==> src/hw/rtl/etfd_pkg.sv <==
// ----------------------------------------------------------------------------
// etfd_pkg
// Types, codes and reset constants of the edge timing frame decoder.
// ----------------------------------------------------------------------------
package etfd_pkg;

   localparam int unsigned FRAME_BYTES_DEF = 5;
   localparam int unsigned OUT_BYTES       = 5;
   localparam int unsigned TIME_W          = 32;
   localparam int unsigned CSR_W           = 8;

   localparam logic [CSR_W-1:0] BIT_THRESHOLD_RST = 8'd100;
   localparam logic [CSR_W-1:0] GAP_CLAMP_RST     = 8'd140;

   // register indexes of the configuration port
   localparam logic CSR_BIT_THRESHOLD = 1'b0;
   localparam logic CSR_GAP_CLAMP     = 1'b1;

   // request kinds
   localparam logic KIND_START = 1'b0;
   localparam logic KIND_EDGE  = 1'b1;

   // response status
   localparam logic STATUS_FRAME     = 1'b0;
   localparam logic STATUS_LATE_EDGE = 1'b1;

   typedef enum logic [4:0] {
      PH_READY  = 5'b00001,
      PH_START  = 5'b00010,
      PH_WARMUP = 5'b00100,
      PH_DATA   = 5'b01000,
      PH_DONE   = 5'b10000
   } phase_type;

   typedef struct packed {
      logic              kind;
      logic [TIME_W-1:0] time_us;
   } req_type;

   typedef struct packed {
      logic       status;
      logic [7:0] byte0;
      logic [7:0] byte1;
      logic [7:0] byte2;
      logic [7:0] byte3;
      logic [7:0] byte4;
   } rsp_type;

endpackage

==> src/hw/rtl/edge_timing_frame_decoder_core.sv <==
// ----------------------------------------------------------------------------
// edge_timing_frame_decoder_core
// Decodes a single-wire sensor frame from edge timestamps, MSB first.
// ----------------------------------------------------------------------------
//  channel  | signals                          | direction
//  ---------+----------------------------------+----------
//  req      | req_valid, req_ready, req_data   | in
//  rsp      | rsp_valid, rsp_ready, rsp_data   | out
//  csr      | csr_we, csr_index, csr_wdata     | in
//
//  One transaction per cycle while no response stalls: gap subtract, threshold
//  and clamp compares and the bit shift are combinational between the state
//  registers and the response register; a response is valid the cycle after
//  the request that produces it. A new request is taken while the response
//  register is empty or being drained; a stalled response holds off every
//  request. Reset (synchronous) puts the decoder in the done phase with bit
//  threshold 100, gap clamp 140 and an empty response register.
// ----------------------------------------------------------------------------
module edge_timing_frame_decoder_core
   import etfd_pkg::*;
#(
   parameter int unsigned FRAME_BYTES = FRAME_BYTES_DEF
) (
   input  logic             clock,
   input  logic             reset,
   input  logic             req_valid,
   output logic             req_ready,
   input  req_type          req_data,
   output logic             rsp_valid,
   input  logic             rsp_ready,
   output rsp_type          rsp_data,
   input  logic             csr_we,
   input  logic             csr_index,
   input  logic [CSR_W-1:0] csr_wdata
);

   localparam int unsigned FRAME_BITS = FRAME_BYTES * 8;
   localparam int unsigned CNT_W      = $clog2(FRAME_BITS + 1);
   localparam logic [CNT_W-1:0] CNT_LAST = CNT_W'(FRAME_BITS);

   logic [CSR_W-1:0]      threshold_ff, threshold_in;
   logic [CSR_W-1:0]      clamp_ff, clamp_in;
   phase_type             phase_ff, phase_in;
   logic [TIME_W-1:0]     last_ff, last_in;
   logic [FRAME_BITS-1:0] bits_ff, bits_in;
   logic [CNT_W-1:0]      count_ff, count_in;
   logic                  rsp_valid_ff, rsp_valid_in;
   rsp_type               rsp_ff, rsp_in;

   logic                  accept;
   logic                  emit;
   logic [TIME_W-1:0]     gap;
   logic                  data_bit;
   logic [FRAME_BITS-1:0] shifted;
   logic [CNT_W-1:0]      count_inc;
   logic [7:0]            frame_byte [OUT_BYTES];

   assign req_ready = !rsp_valid_ff || rsp_ready;
   assign accept    = req_valid && req_ready;
   assign rsp_valid = rsp_valid_ff;
   assign rsp_data  = rsp_ff;

   assign gap       = req_data.time_us - last_ff;
   assign data_bit  = (gap >= TIME_W'(threshold_ff));
   assign shifted   = {bits_ff[FRAME_BITS-2:0], data_bit};
   assign count_inc = count_ff + CNT_W'(1);

   // bytes beyond the frame length read as zero
   for (genvar k = 0; k < OUT_BYTES; k++) begin : g_byte
      if (k < FRAME_BYTES) begin : g_used
         assign frame_byte[k] = shifted[8*(FRAME_BYTES-1-k) +: 8];
      end else begin : g_unused
         assign frame_byte[k] = 8'd0;
      end
   end

   always_comb begin
      threshold_in = threshold_ff;
      clamp_in     = clamp_ff;
      if (csr_we) begin
         case (csr_index)
            CSR_BIT_THRESHOLD: threshold_in = csr_wdata;
            CSR_GAP_CLAMP:     clamp_in     = csr_wdata;
            default: ;
         endcase
      end
   end

   always_comb begin
      phase_in = phase_ff;
      last_in  = last_ff;
      bits_in  = bits_ff;
      count_in = count_ff;
      emit     = 1'b0;
      rsp_in   = rsp_ff;
      if (accept) begin
         if (req_data.kind == KIND_START) begin
            phase_in = PH_READY;
            last_in  = req_data.time_us;
            bits_in  = '0;
            count_in = '0;
         end else begin
            case (phase_ff)
               PH_READY: begin
                  phase_in = PH_START;
                  last_in  = req_data.time_us;
               end
               PH_START: begin
                  phase_in = PH_WARMUP;
                  last_in  = req_data.time_us;
               end
               PH_WARMUP: begin
                  phase_in = PH_DATA;
                  last_in  = req_data.time_us;
               end
               PH_DATA: begin
                  bits_in  = shifted;
                  count_in = count_inc;
                  // credit at most the clamp toward the last edge time
                  if (gap > TIME_W'(clamp_ff)) begin
                     last_in = last_ff + TIME_W'(clamp_ff);
                  end else begin
                     last_in = req_data.time_us;
                  end
                  if (count_inc == CNT_LAST) begin
                     phase_in      = PH_DONE;
                     emit          = 1'b1;
                     rsp_in.status = STATUS_FRAME;
                     rsp_in.byte0  = frame_byte[0];
                     rsp_in.byte1  = frame_byte[1];
                     rsp_in.byte2  = frame_byte[2];
                     rsp_in.byte3  = frame_byte[3];
                     rsp_in.byte4  = frame_byte[4];
                  end
               end
               default: begin
                  phase_in = PH_DONE;
                  last_in  = req_data.time_us;
                  emit     = 1'b1;
                  rsp_in   = '0;
                  rsp_in.status = STATUS_LATE_EDGE;
               end
            endcase
         end
      end
      if (emit) begin
         rsp_valid_in = 1'b1;
      end else if (rsp_ready) begin
         rsp_valid_in = 1'b0;
      end else begin
         rsp_valid_in = rsp_valid_ff;
      end
   end

   always_ff @(posedge clock) begin
      if (reset) begin
         threshold_ff <= BIT_THRESHOLD_RST;
         clamp_ff     <= GAP_CLAMP_RST;
         phase_ff     <= PH_DONE;
         last_ff      <= '0;
         bits_ff      <= '0;
         count_ff     <= '0;
         rsp_valid_ff <= 1'b0;
      end else begin
         threshold_ff <= threshold_in;
         clamp_ff     <= clamp_in;
         phase_ff     <= phase_in;
         last_ff      <= last_in;
         bits_ff      <= bits_in;
         count_ff     <= count_in;
         rsp_valid_ff <= rsp_valid_in;
      end
   end

   always_ff @(posedge clock) begin
      rsp_ff <= rsp_in;
   end

   a_count_bound: assert property (@(posedge clock) disable iff (reset)
      count_ff <= CNT_LAST)
      else $error("bit count beyond frame length");

   a_start_clears: assert property (@(posedge clock) disable iff (reset)
      accept && req_data.kind == KIND_START |=>
         phase_ff == PH_READY && count_ff == '0 && !$rose(rsp_valid_ff))
      else $error("start transaction did not clear the frame");

   a_late_edge: assert property (@(posedge clock) disable iff (reset)
      accept && req_data.kind == KIND_EDGE && phase_ff == PH_DONE |=>
         rsp_valid_ff && rsp_ff.status == STATUS_LATE_EDGE)
      else $error("edge while done gave no error response");

   a_frame_done: assert property (@(posedge clock) disable iff (reset)
      accept && req_data.kind == KIND_EDGE && phase_ff == PH_DATA &&
      count_ff == CNT_LAST - CNT_W'(1) |=>
         rsp_valid_ff && rsp_ff.status == STATUS_FRAME && phase_ff == PH_DONE)
      else $error("last data bit did not complete the frame");

endmodule

==> config.mk <==
export PLATFORM = sky130hd
export DESIGN_NAME = edge_timing_frame_decoder_core
export DESIGN_NICKNAME = d
export VERILOG_FILES = /design/src/hw/rtl/etfd_pkg.sv /design/src/hw/rtl/edge_timing_frame_decoder_core.sv
export SDC_FILE = /design/constraint.sdc
export NUM_CORES = 1
export LEC_CHECK = 0
export BUFFER_PORTS_ARGS = -buffer_cell sky130_fd_sc_hd__clkbuf_2
export CORE_ASPECT_RATIO = 2
export CORE_MARGIN = 3
export CORE_UTILIZATION = 50
export CTS_CLUSTER_SIZE = 40
export DETAILED_ROUTE_END_ITERATION = 8
export MAX_ROUTING_LAYER = met4
export PLACE_DENSITY = 0.69
export SKIP_CTS_REPAIR_TIMING = 1
export SLEW_MARGIN = 10
export SYNTH_ARGS = -nofsm -noshare
export SYNTH_HDL_FRONTEND = slang
export SYNTH_SLANG_ARGS = --single-unit
==> constraint.sdc <==
create_clock -name clock -period 4.5 [get_ports clock]
set_input_delay 0.225 -clock clock [delete_from_list [all_inputs] [get_ports clock]]
set_output_delay 0.225 -clock clock [all_outputs]
set_load 0.02 [all_outputs]
==> results.md, run 1 <==
- Hpwl dp: 17,000 microns
- # DRC: 0
- Worst slew margin: 33.5%
- Die Y-Extent: 192 microns
- Commonest non-fill, non-tap cell in the layout: dfxtp_1
- Synth Cell Area: 8630 sq um
- First-pass GRT wire length: 36,400 microns
- Worst-path clk slew: 0.07 ns
- # IOs: 90
- Total Die Area: 19,000 sq um
- Final #Nets: 1,185
- Hold Crit Class: in -> reg
- CTS Buf Count: 17
- Switch Pwr: 1.02 mW
- Final setup fails: 0
- Total Power: 3.50 mW
- Avg Cell Area, Syn: 8.43 sq um
- Fin. Hold Viols: 0
- Drt pass-1 iters: 5
- Fin. max-slew vios: 0
- Flop and latch count out of synthesis: 140
- # port buffers: 89
- Gpl congestion: 1.00
- Remaining antenna violation count after routing: 0
- Routed WL per cell: 17.3 microns
- CP max stage delay: 0.46 ns
- Most frequent cells in the layout: 99 x dfxtp_1, 96 x nand2_1, 89 x clkbuf_2
- Outcome: finished, final reports clean
- RSZ-0062 raised after global routing: no
- Clk sinks: 140
- CP Max Fanout: 21
- Netlist cell types: 69
- Final min period: 4.16 ns
- Met2 WL: 12,100 microns
- Part of the power in the clock network: 40.8%
- Total GRT Usage: 24.6%
- Max-cap viol count: 0
- Async S/R FF share, synth: 0%
- Synth area leader: dfxtp_1
- Uppermost layer routed: met4
- Die X: 98.9 microns
- Vias: 7,881
- GRT Residual Overflow: 0
- Layout area overhead: 13.8%
- CTS max path bufs: 2
- P_int: 2.48 mW
- Share of layout cells above drive strength 1: 13.9%
- WP data arrival: 4.50 ns
- Startpoint type of the worst setup path: flip-flop
- Register area: 3210 sq um
- Highest Clock Rate: 240 MHz
- Critical path capture point type: flip-flop
- Drt first-iter violations: 345
- Dominant synthesized flop cell: dfxtp_1
- Slowest library cell on the worst path: fa_1
- YS warnings: 0
- Comb pwr share: 19.9%
- Met1 WL: 8250 microns
- Number of synthesized flops with an enable pin: 41
- Antenna violations before repair: 0
- Row cnt: 67
- Reg power frac: 39.3%
- Period utilization: 92.5%
- CTS H-tree depth: 4
- Worst path cell trace: ha_1 > fa_1 > nor2b_4 > o2111ai_1 > a211oi_2 > o21ai_0 > a31oi_1 > and4_1 > nand4_1 > nor4_4 > a31oi_4 > buf_12 > o311a_1 > nor4_2
- Total negative slack: 0 ns
- Post-synth top area share: 23.0%
- Peak VDD IR: 0.268 mV
- Pwr Density: 356 nW/um^2
- Number of global-route vias before repair: 7,657
- Post-DR vias/cell: 6.06
- Starting density of the core: 51.2%
- Seq/Total Area, Yosys: 37.2%
- Sw frac: 29.0%
- Cells after Synth: 1,024
- Multi-input logic area: 4940 sq um
- Critical Path RT: 4.84 ns
- Worst skew pair latency: 0.43 ns
- WS Path Type: reg -> reg
- Largest net degree at the start of global routing: 76
- WL final: 22,500 microns
- Routed wl met3: 752 microns
- # diodes: 0
- CTS tree: done
- Worst Skew: 0.0111 ns
- Syn nets: 1,129
- Root buf cell: clkbuf_16
- Leakage: 3.95 nW
- Actual slew at the worst max-slew pin: 0.987 ns
- Filler Cells Inserted: 1,592
- Core area: 16,800 sq um
- Synth top area cells: dfxtp_1 23%, edfxtp_1 14%, ha_1 8.1%, a21oi_1 4.3%, nand2_1 4.2%
[worst max-delay path: cells and delay by family, from the launching register on]
kind	cells	cell delay [ns]
AO/OA/AOI/OAI	6	1.64
AND/OR/NAND/NOR	5	1.11
adder cells (fa/ha/maj)	2	0.69
buffers and inverters	1	0.30
flip-flops	1	0.33
[metrics by stage]
| stage | area [sq um] | setup WS (ns) | hold slack [ns] | instances | util (%) |
|---|---|---|---|---|---|
| final | 9820 | 0.338 | 0.0384 | 1300 | 58.3 |
| after global routing | 9820 | 0.0425 | 0.0503 | 1300 | 58.3 |
| after CTS | 9820 | 0.379 | 0.0294 | 1300 | 58.3 |
| after detailed placement | 9220 | 0.331 | 0.451 | 1268 | 54.7 |
| after global placement | 9220 | 0.429 | 0.447 | 1268 | 54.7 |
| after floorplan | 8630 | 1.22 | 0.315 | 1024 | - |
[registers in the layout (all words and copies together) (netlist names)]
name,cells
rsp_valid,1
phase_ff,5
bits_ff,39
clamp_ff,8
threshold_ff,8
rsp_data,41
count_ff,6
last_ff,32
[kinds of logic (layout without fill, tap and decap cells)]
logic type / count (synthesis) / in the layout / share of synthesized area, %
and+or+nand+nor: 359 / 359 / 21.2
AOI/OAI and AO/OA: 299 / 299 / 23.0
DFF: 140 / 140 / 37.2
buffers and inverters: 129 / 198 / 5.76
adders and majority gates: 58 / 58 / 8.58
xor gates and xnor gates: 23 / 23 / 2.33
muxes: 16 / 16 / 1.91
[power by group through the flow]
stage | clock network, mW | logic, mW | registers, mW
floorplan | 0 | 0.480 | 1.42
global placement | 0 | 0.682 | 1.40
detailed placement | 0 | 0.689 | 1.40
CTS | 1.45 | 0.695 | 1.38
global route | 1.50 | 0.778 | 1.38
finish | 1.43 | 0.695 | 1.38
[final timing paths]
kind / from / end / slack, ns / cells past startpoint
max: last_ff[0] / last_ff[29] / 0.34 / 14
min: csr_wdata[0] / threshold_ff[0] / 0.04 / 3
max reg2reg: last_ff[0] / last_ff[29] / 0.34 / 14
min reg2reg: threshold_ff[1] / threshold_ff[1] / 0.46 / 2
[routing by layer]
metal | vias to the layer above | global-route usage, %
li1 | 3894 | -
met1 | 3677 | 23.8
met2 | 220 | 44.4
met3 | 90 | 3.64
met4 | 0 | 16.5
met5 | - | -
[cell usage after synthesis, types with 3 or more instances]
library cell  number
nor4_1            15
o221ai_1          18
dfxtp_1           99
a211oi_1           7
a21o_1            22
o21ai_1           13
clkbuf_1          58
o21a_1             9
inv_1             63
nand2_1           96
nor2b_1            7
a21boi_0           3
nand2b_1           8
edfxtp_1          41
and2_1            12
or3_1              5
and3_1            47
ha_1              56
nor2_1            74
o22ai_1            4
nand4_1           18
mux2i_1           15
o21ai_0           46
o21bai_1           4
a31o_2             3
a22oi_1           40
buf_2              4
o2111ai_1          4
a21oi_1           75
nor3_1            12
xnor2_1           13
a21oi_2            4
xor2_1            10
o211ai_1          11
a31oi_1           13
nand3_1           40
and4_1            10
nand3b_1           3
[cell type report]
cell class | instances | area share (%)
Clock buffer | 19 | 4.41
Sequential cell | 140 | 32.7
Tap cell | 207 | 2.64
Clock inverter | 13 | 1.68
Timing Repair Buffer | 102 | 5.78
Multi-Input combinational cell | 755 | 50.3
Inverter | 64 | 2.45
Note: power is estimated with default switching activity, not from simulation.
==> run 2, diff against run 1 <==
==> constraint.sdc (replaced) <==
create_clock -name clock -period 4.5 [get_ports clock]
set_input_delay 0.9 -clock clock [delete_from_list [all_inputs] [get_ports clock]]
set_output_delay 0.9 -clock clock [all_outputs]
set_load 0.02 [all_outputs]
==> results.md, run 2 (same netlist as run 1, synthesis figures left out) <==
- Slowest library cell on the worst path: fa_1 (unchanged)
- Share of layout cells above drive strength 1: 14.3% (was 13.9%)
- WP data arrival: 4.33 ns (was 4.50 ns)
- Critical Path RT: 4.82 ns (was 4.84 ns)
- Total negative slack: 0 ns (unchanged)
- Final setup fails: 0 (unchanged)
- Starting density of the core: 51.2% (unchanged)
- RSZ-0062 raised after global routing: no (unchanged)
- Actual slew at the worst max-slew pin: 0.899 ns (was 0.987 ns)
- Final #Nets: 1,188 (was 1,185)
- Layout area overhead: 13.4% (was 13.8%)
- Root buf cell: clkbuf_16 (unchanged)
- Die X: 98.9 microns (unchanged)
- Clk sinks: 140 (unchanged)
- Drt first-iter violations: 378 (was 345)
- Remaining antenna violation count after routing: 0 (unchanged)
- Final min period: 4.01 ns (was 4.16 ns)
- CTS max path bufs: 2 (unchanged)
- CP max stage delay: 0.44 ns (was 0.46 ns)
- CP Max Fanout: 42 (was 21)
- Outcome: finished, final reports clean (unchanged)
- CTS tree: done (unchanged)
- CTS H-tree depth: 4 (unchanged)
- Inst Count DP: 1,271 (was 1,268)
- Min Hold Slack: 0.458 ns (was 0.0384 ns)
- Leakage: 3.94 nW (was 3.95 nW)
- Die Y-Extent: 192 microns (unchanged)
- Critical path capture point type: flip-flop (unchanged)
- Routed WL per cell: 18.2 microns (was 17.3 microns)
- Max-cap viol count: 0 (unchanged)
- Startpoint type of the worst setup path: input port (was flip-flop)
- Dpl cell area: 9230 sq um (was 9220 sq um)
- # diodes: 0 (unchanged)
- Largest net degree at the start of global routing: 76 (unchanged)
- # IOs: 90 (unchanged)
- Worst path cell trace: clkbuf_2 > inv_1 > ha_1 > fa_1 > nor2b_4 > o2111ai_1 > a211oi_2 > o21ai_0 > a31oi_1 > and4_1 > nand4_1 > nor4_4 > a31oi_4 > buf_12 > or3_1 > o211a_1 (was ha_1 > fa_1 > nor2b_4 > o2111ai_1 > a211oi_2 > o21ai_0 > a31oi_1 > and4_1 > nand4_1 > nor4_4 > a31oi_4 > buf_12 > o311a_1 > nor4_2)
- Drt pass-1 iters: 5 (unchanged)
- Worst skew pair latency: 0.42 ns (was 0.43 ns)
- Period utilization: 89.1% (was 92.5%)
- Worst Skew: 0.0115 ns (was 0.0111 ns)
- GRT Residual Overflow: 0 (unchanged)
- Final cell count without fillers: 1,303 (was 1,300)
- Hold Crit Class: reg -> reg (was in -> reg)
- Antenna violations before repair: 0 (unchanged)
- Worst slew margin: 40.1% (was 33.5%)
- Core area: 16,800 sq um (unchanged)
- Flop-to-flop setup slack: 0.60 ns (was 0.34 ns)
- WL final: 23,700 microns (was 22,500 microns)
- Commonest non-fill, non-tap cell in the layout: dfxtp_1 (unchanged)
- Total Power: 3.43 mW (was 3.50 mW)
- Post-DR vias/cell: 6.16 (was 6.06)
- Fin. Hold Viols: 0 (unchanged)
- Max FFs per register: 41 (unchanged)
- Pwr Density: 350 nW/um^2 (was 356 nW/um^2)
- CTS Buf Count: 17 (unchanged)
- Peak VDD IR: 0.267 mV (was 0.268 mV)
- Gpl congestion: 1.01 (was 1.00)
- Post-Layout Inst Area: 9790 sq um (was 9820 sq um)
- # port buffers: 89 (unchanged)
- Hpwl dp: 17,800 microns (was 17,000 microns)
- Filler Cells Inserted: 1,553 (was 1,592)
- First-pass GRT wire length: 38,700 microns (was 36,400 microns)
- Worst-path clk slew: 0.07 ns (about the same)
- Number of global-route vias before repair: 8,002 (was 7,657)
- Fin. max-slew vios: 0 (unchanged)
- Vias: 8,028 (was 7,881)
- Row cnt: 67 (unchanged)
- # DRC: 0 (unchanged)
- Total GRT Usage: 26.2% (was 24.6%)
- Total Die Area: 19,000 sq um (unchanged)
- Highest Clock Rate: 249 MHz (was 240 MHz)
- WS Path Type: in -> reg (was reg -> reg)
- Most frequent cells in the layout: 99 x dfxtp_1, 96 x nand2_1, 89 x clkbuf_2 (unchanged)
-- run 2: final cells by class --
type / instances / area, sq um / area share [%]
inverter: 64 / 240 / 2.45
tap: 207 / 259 / 2.65
multi-input combinational: 755 / 4940 / 50.5
sequential: 140 / 3210 / 32.8
clock buffer: 19 / 443 / 4.52
clock inverter: 13 / 116 / 1.19
timing repair buffer: 105 / 578 / 5.90
-- run 2: worst max-delay path, delay by kind of cell --
family          cells  cell delay, ns
simple gates        5            1.13
fa+ha+maj           2            0.65
buf+inv             3            0.34
compound gates      6            1.29
-- run 2: per-layer routing --
metal | GRT usage (%) | up-vias | part of all wire [%]
li1 | - | 3904 | -
met1 | 25.3 | 3760 | 35
met2 | 47.1 | 251 | 54
met3 | 4.11 | 113 | 3.9
met4 | 17.9 | 0 | 7.3
met5 | - | - | 0
-- run 2: worst paths after layout --
path,startpoint,to,cells past startpoint
max reg2reg,last_ff[16],last_ff[12],14
min,threshold_ff[1],threshold_ff[1],2
max,req_data[0],last_ff[12],16
min reg2reg,threshold_ff[1],threshold_ff[1],2
-- run 2: where the power goes --
part	switching [mW]	total (mW)	leakage (nW)	internal, mW
clock	0.560	1.34	0.269	0.776
sequential	0.0311	1.37	1.17	1.34
combinational	0.451	0.719	2.51	0.268
-- run 2: through the flow --
stage | setup WS (ns) | util [%]
6_report | 0.489 | 58.1
3_5_place_dp | 0.0694 | 54.8
4_1_cts | 0.497 | 58.1
3_3_place_gp | 0.125 | 54.8
5_1_grt | 0.245 | 58.1
2_1_floorplan | 0.592 | -
==> run 3, diff against run 2 <==
--- a/config.mk
+++ b/config.mk
@@ -5,11 +5,12 @@
 export SDC_FILE = /design/constraint.sdc
 export NUM_CORES = 1
 export LEC_CHECK = 0
+export ABC_AREA = 1
 export BUFFER_PORTS_ARGS = -buffer_cell sky130_fd_sc_hd__clkbuf_2
 export CORE_ASPECT_RATIO = 2
 export CORE_MARGIN = 3
 export CORE_UTILIZATION = 50
-export CTS_CLUSTER_SIZE = 40
+export CTS_CLUSTER_SIZE = 14
 export DETAILED_ROUTE_END_ITERATION = 8
 export MAX_ROUTING_LAYER = met4
 export PLACE_DENSITY = 0.69
==> results.md, run 3 <==
- Startpoint type of the worst setup path: input port (unchanged)
- Routed WL per cell: 15.9 microns (was 18.2 microns)
- GRT Residual Overflow: 0 (unchanged)
- Max-cap viol count: 0 (unchanged)
- Fin. max-slew vios: 0 (unchanged)
- Switch Pwr: 1.14 mW (was 1.04 mW)
- Compound-Gate Fraction of Synth Area: 9.33% (was 23.0%)
- Layout area overhead: 13.5% (was 13.4%)
- Gpl congestion: 0.997 (was 1.01)
- Die Y-Extent: 204 microns (was 192 microns)
- Post-Layout Inst Area: 11,100 sq um (was 9790 sq um)
- # DRC: 0 (unchanged)
- Post-DR vias/cell: 5.14 (was 6.16)
- Reg power frac: 37.9% (was 40.1%)
- Crit-path leading delay family: simple AND/OR/NAND/NOR gates (was compound AO/OA/AOI/OAI gates)
- Final min period: 3.81 ns (was 4.01 ns)
- Row cnt: 71 (was 67)
- WP data arrival: 4.08 ns (was 4.33 ns)
- Hpwl dp: 22,600 microns (was 17,800 microns)
- Synth top area cells: dfxtp_1 20%, nand2_1 17%, edfxtp_1 13%, inv_1 11%, ha_1 7.2% (was dfxtp_1 23%, edfxtp_1 14%, ha_1 8.1%, a21oi_1 4.3%, nand2_1 4.2%)
- Worst slew margin: 29.6% (was 40.1%)
- Leakage: 5.05 nW (was 3.94 nW)
- Die X: 105 microns (was 98.9 microns)
- Final #Nets: 1,658 (was 1,188)
- Met3 global-route usage: 3.36% (was 4.11%)
- Flop and latch count out of synthesis: 140 (unchanged)
- First-pass GRT wire length: 46,600 microns (was 38,700 microns)
- WL final: 28,900 microns (was 23,700 microns)
- Total Power: 3.65 mW (was 3.43 mW)
- RSZ-0062 raised after global routing: no (unchanged)
- GRT busiest layer: met2 (unchanged)
- Period utilization: 84.6% (was 89.1%)
- Pwr Density: 329 nW/um^2 (was 350 nW/um^2)
- Antenna violations before repair: 0 (unchanged)
- Synth Cell Area: 9770 sq um (was 8630 sq um)
- Syn nets: 1,576 (was 1,129)
- Number of global-route vias before repair: 9,428 (was 8,002)
- Commonest non-fill, non-tap cell in the layout: nand2_1 (was dfxtp_1)
- Comb pwr share: 21.5% (was 21.0%)
- Starting density of the core: 51.4% (was 51.2%)
- CP Buf/Inv Count: 4 (was 3)
- Critical path capture point type: flip-flop (unchanged)
- # IOs: 90 (unchanged)
- Drt first-iter violations: 418 (was 378)
- Synth area leader: dfxtp_1 (unchanged)
- Remaining antenna violation count after routing: 0 (unchanged)
- Largest net degree at the start of global routing: 58 (was 76)
- Worst skew pair latency: 0.42 ns (about the same)
- CTS Buf Count: 17 (unchanged)
- Root buf cell: clkbuf_16 (unchanged)
- Sw frac: 31.3% (was 30.4%)
- Outcome: finished, final reports clean (unchanged)
- Worst path cell trace: clkbuf_2 > inv_1 > ha_1 > fa_1 > inv_1 > nand3_1 > nand2_1 > nand2_1 > nand2_2 > xor2_1 > ha_1 > nand4_1 > a21oi_1 > nor3_1 > a21oi_1 > nor2_2 > nand3_4 > nand2_2 > buf_12 > nand2_1 > nand3_1 > a21oi_1 (was clkbuf_2 > inv_1 > ha_1 > fa_1 > nor2b_4 > o2111ai_1 > a211oi_2 > o21ai_0 > a31oi_1 > and4_1 > nand4_1 > nor4_4 > a31oi_4 > buf_12 > or3_1 > o211a_1)
- Fin. Hold Viols: 0 (unchanged)
- Avg Cell Area, Syn: 6.64 sq um (was 8.43 sq um)
- Final setup fails: 0 (unchanged)
- M1 GR Usage: 26.7% (was 25.3%)
- WS Path Type: in -> reg (unchanged)
- Xor/xnor cell area share of the yosys netlist: 3.94% (was 2.33%)
- Total negative slack: 0 ns (unchanged)
- Part of the power in the clock network: 40.6% (was 39.0%)
- Post-synth top area share: 20.3% (was 23.0%)
- Hold Crit Class: reg -> reg (unchanged)
- Synth cell count leaders: 434 x nand2_1, 280 x inv_1, 130 x a21oi_1 (was 99 x dfxtp_1, 96 x nand2_1, 75 x a21oi_1)
- CTS max path bufs: 2 (unchanged)
- Filler Cells Inserted: 1,944 (was 1,553)
- Mux contribution to synthesized area: 0% (was 1.91%)
- Dpl cell area: 10,500 sq um (was 9230 sq um)
- Total Die Area: 21,400 sq um (was 19,000 sq um)
- Worst Skew: 0.0126 ns (was 0.0115 ns)
- Simple-Gate Fraction of Synth Area: 33.4% (was 21.2%)
- Highest Clock Rate: 263 MHz (was 249 MHz)
- Adder-Cell Fraction of Synth Area: 7.58% (was 8.58%)
- Share of layout cells above drive strength 1: 12.6% (was 14.3%)
- Worst-path clk slew: 0.07 ns (about the same)
- Slowest library cell on the worst path: fa_1 (unchanged)
- Async S/R FF share, synth: 0% (unchanged)
- Seq/Total Area, Yosys: 32.9% (was 37.2%)
- P_int: 2.51 mW (was 2.39 mW)
- CP Max Fanout: 32 (was 42)
- Clk sinks: 140 (unchanged)
- Number of synthesized flops with an enable pin: 41 (unchanged)
- Peak VDD IR: 0.320 mV (was 0.267 mV)
- Cells after Synth: 1,471 (was 1,024)
- # port buffers: 89 (unchanged)
- # diodes: 0 (unchanged)
- YS warnings: 0 (unchanged)
- Total GRT Usage: 28.3% (was 26.2%)
- Max FFs per register: 41 (unchanged)
- CTS H-tree depth: 4 (unchanged)
- Dominant synthesized flop cell: dfxtp_1 (unchanged)
- Count leader, synth: nand2_1 (was dfxtp_1)
- Largest family of logic cells by synthesized area: simple AND/OR/NAND/NOR gates (was compound AO/OA/AOI/OAI gates)
- Core area: 19,000 sq um (was 16,800 sq um)
- CP max stage delay: 0.43 ns (was 0.44 ns)
- CTS tree: done (unchanged)
- Netlist cell types: 38 (was 69)
- M2 GR Usage: 53.0% (was 47.1%)
- Vias: 9,366 (was 8,028)
- Drt pass-1 iters: 5 (unchanged)
- Most frequent cells in the layout: 434 x nand2_1, 280 x inv_1, 130 x a21oi_1 (was 99 x dfxtp_1, 96 x nand2_1, 89 x clkbuf_2)
- Actual slew at the worst max-slew pin: 1.05 ns (was 0.899 ns)
- Critical Path RT: 4.77 ns (was 4.82 ns)
==> run 3: kinds of logic after synthesis <==
logic type | after synthesis
AND/OR/NAND/NOR | 735
buffers and inverters | 322
AO/OA/AOI/OAI | 172
flip-flops | 140
adder cells (fa/ha/maj) | 58
XOR/XNOR | 44
==> run 3: layout make-up <==
type                            count  area, sq um  area share, %
Sequential cell                   140         3210           29.0
Multi-Input combinational cell   1009         5330           48.0
Inverter                          284         1070           9.61
Timing Repair Buffer              101          548           4.94
Tap cell                          255          319           2.87
Clock inverter                     14          181           1.63
Clock buffer                       18          439           3.96
==> run 3: final timing paths <==
check,start,to,slack (ns),depth (start not counted)
worst max register to register,last_ff[3],last_ff[7],0.90,19
worst max-delay path,req_data[0],last_ff[7],0.69,22
worst min-delay path,last_ff[30],last_ff[30],0.46,2
worst min register to register,last_ff[30],last_ff[30],0.46,2
==> run 3: tightest hold or removal path, cell delays in order, from the launching register on <==
cell and delay (ns):
dfxtp_1 0.31, nand2_1 0.06, a21oi_1 0.05
==> run 3: through the flow <==
| stage | util (%) | hold WS, ns | cells | setup slack, ns |
|---|---|---|---|---|
| final | 58.4 | 0.465 | 1821 | 0.693 |
| after global routing | 58.4 | 0.484 | 1821 | 0.339 |
| after CTS | 58.4 | 0.467 | 1821 | 0.726 |
| after detailed placement | 55.1 | 0.457 | 1789 | 0.321 |
| after global placement | 55.1 | 0.450 | 1789 | 0.405 |
| after floorplan | - | 0.435 | 1471 | 0.831 |
==> run 3: power groups by stage <==
stage | combinational [mW] | sequential, mW | clock, mW
CTS | 0.785 | 1.38 | 1.51
floorplan | 0.539 | 1.42 | 0
detailed placement | 0.779 | 1.41 | 0
global placement | 0.772 | 1.41 | 0
global route | 0.889 | 1.39 | 1.55
finish | 0.786 | 1.38 | 1.48
==> run 3: routing by layer <==
| layer | routed length (microns) | part of all wire [%] | up-vias |
|---|---|---|---|
| li1 | - | - | 4775 |
| met1 | 10200 | 35 | 4294 |
| met2 | 15900 | 55 | 198 |
| met3 | 834 | 2.9 | 99 |
| met4 | 1990 | 6.9 | 0 |
| met5 | 0 | 0 | - |
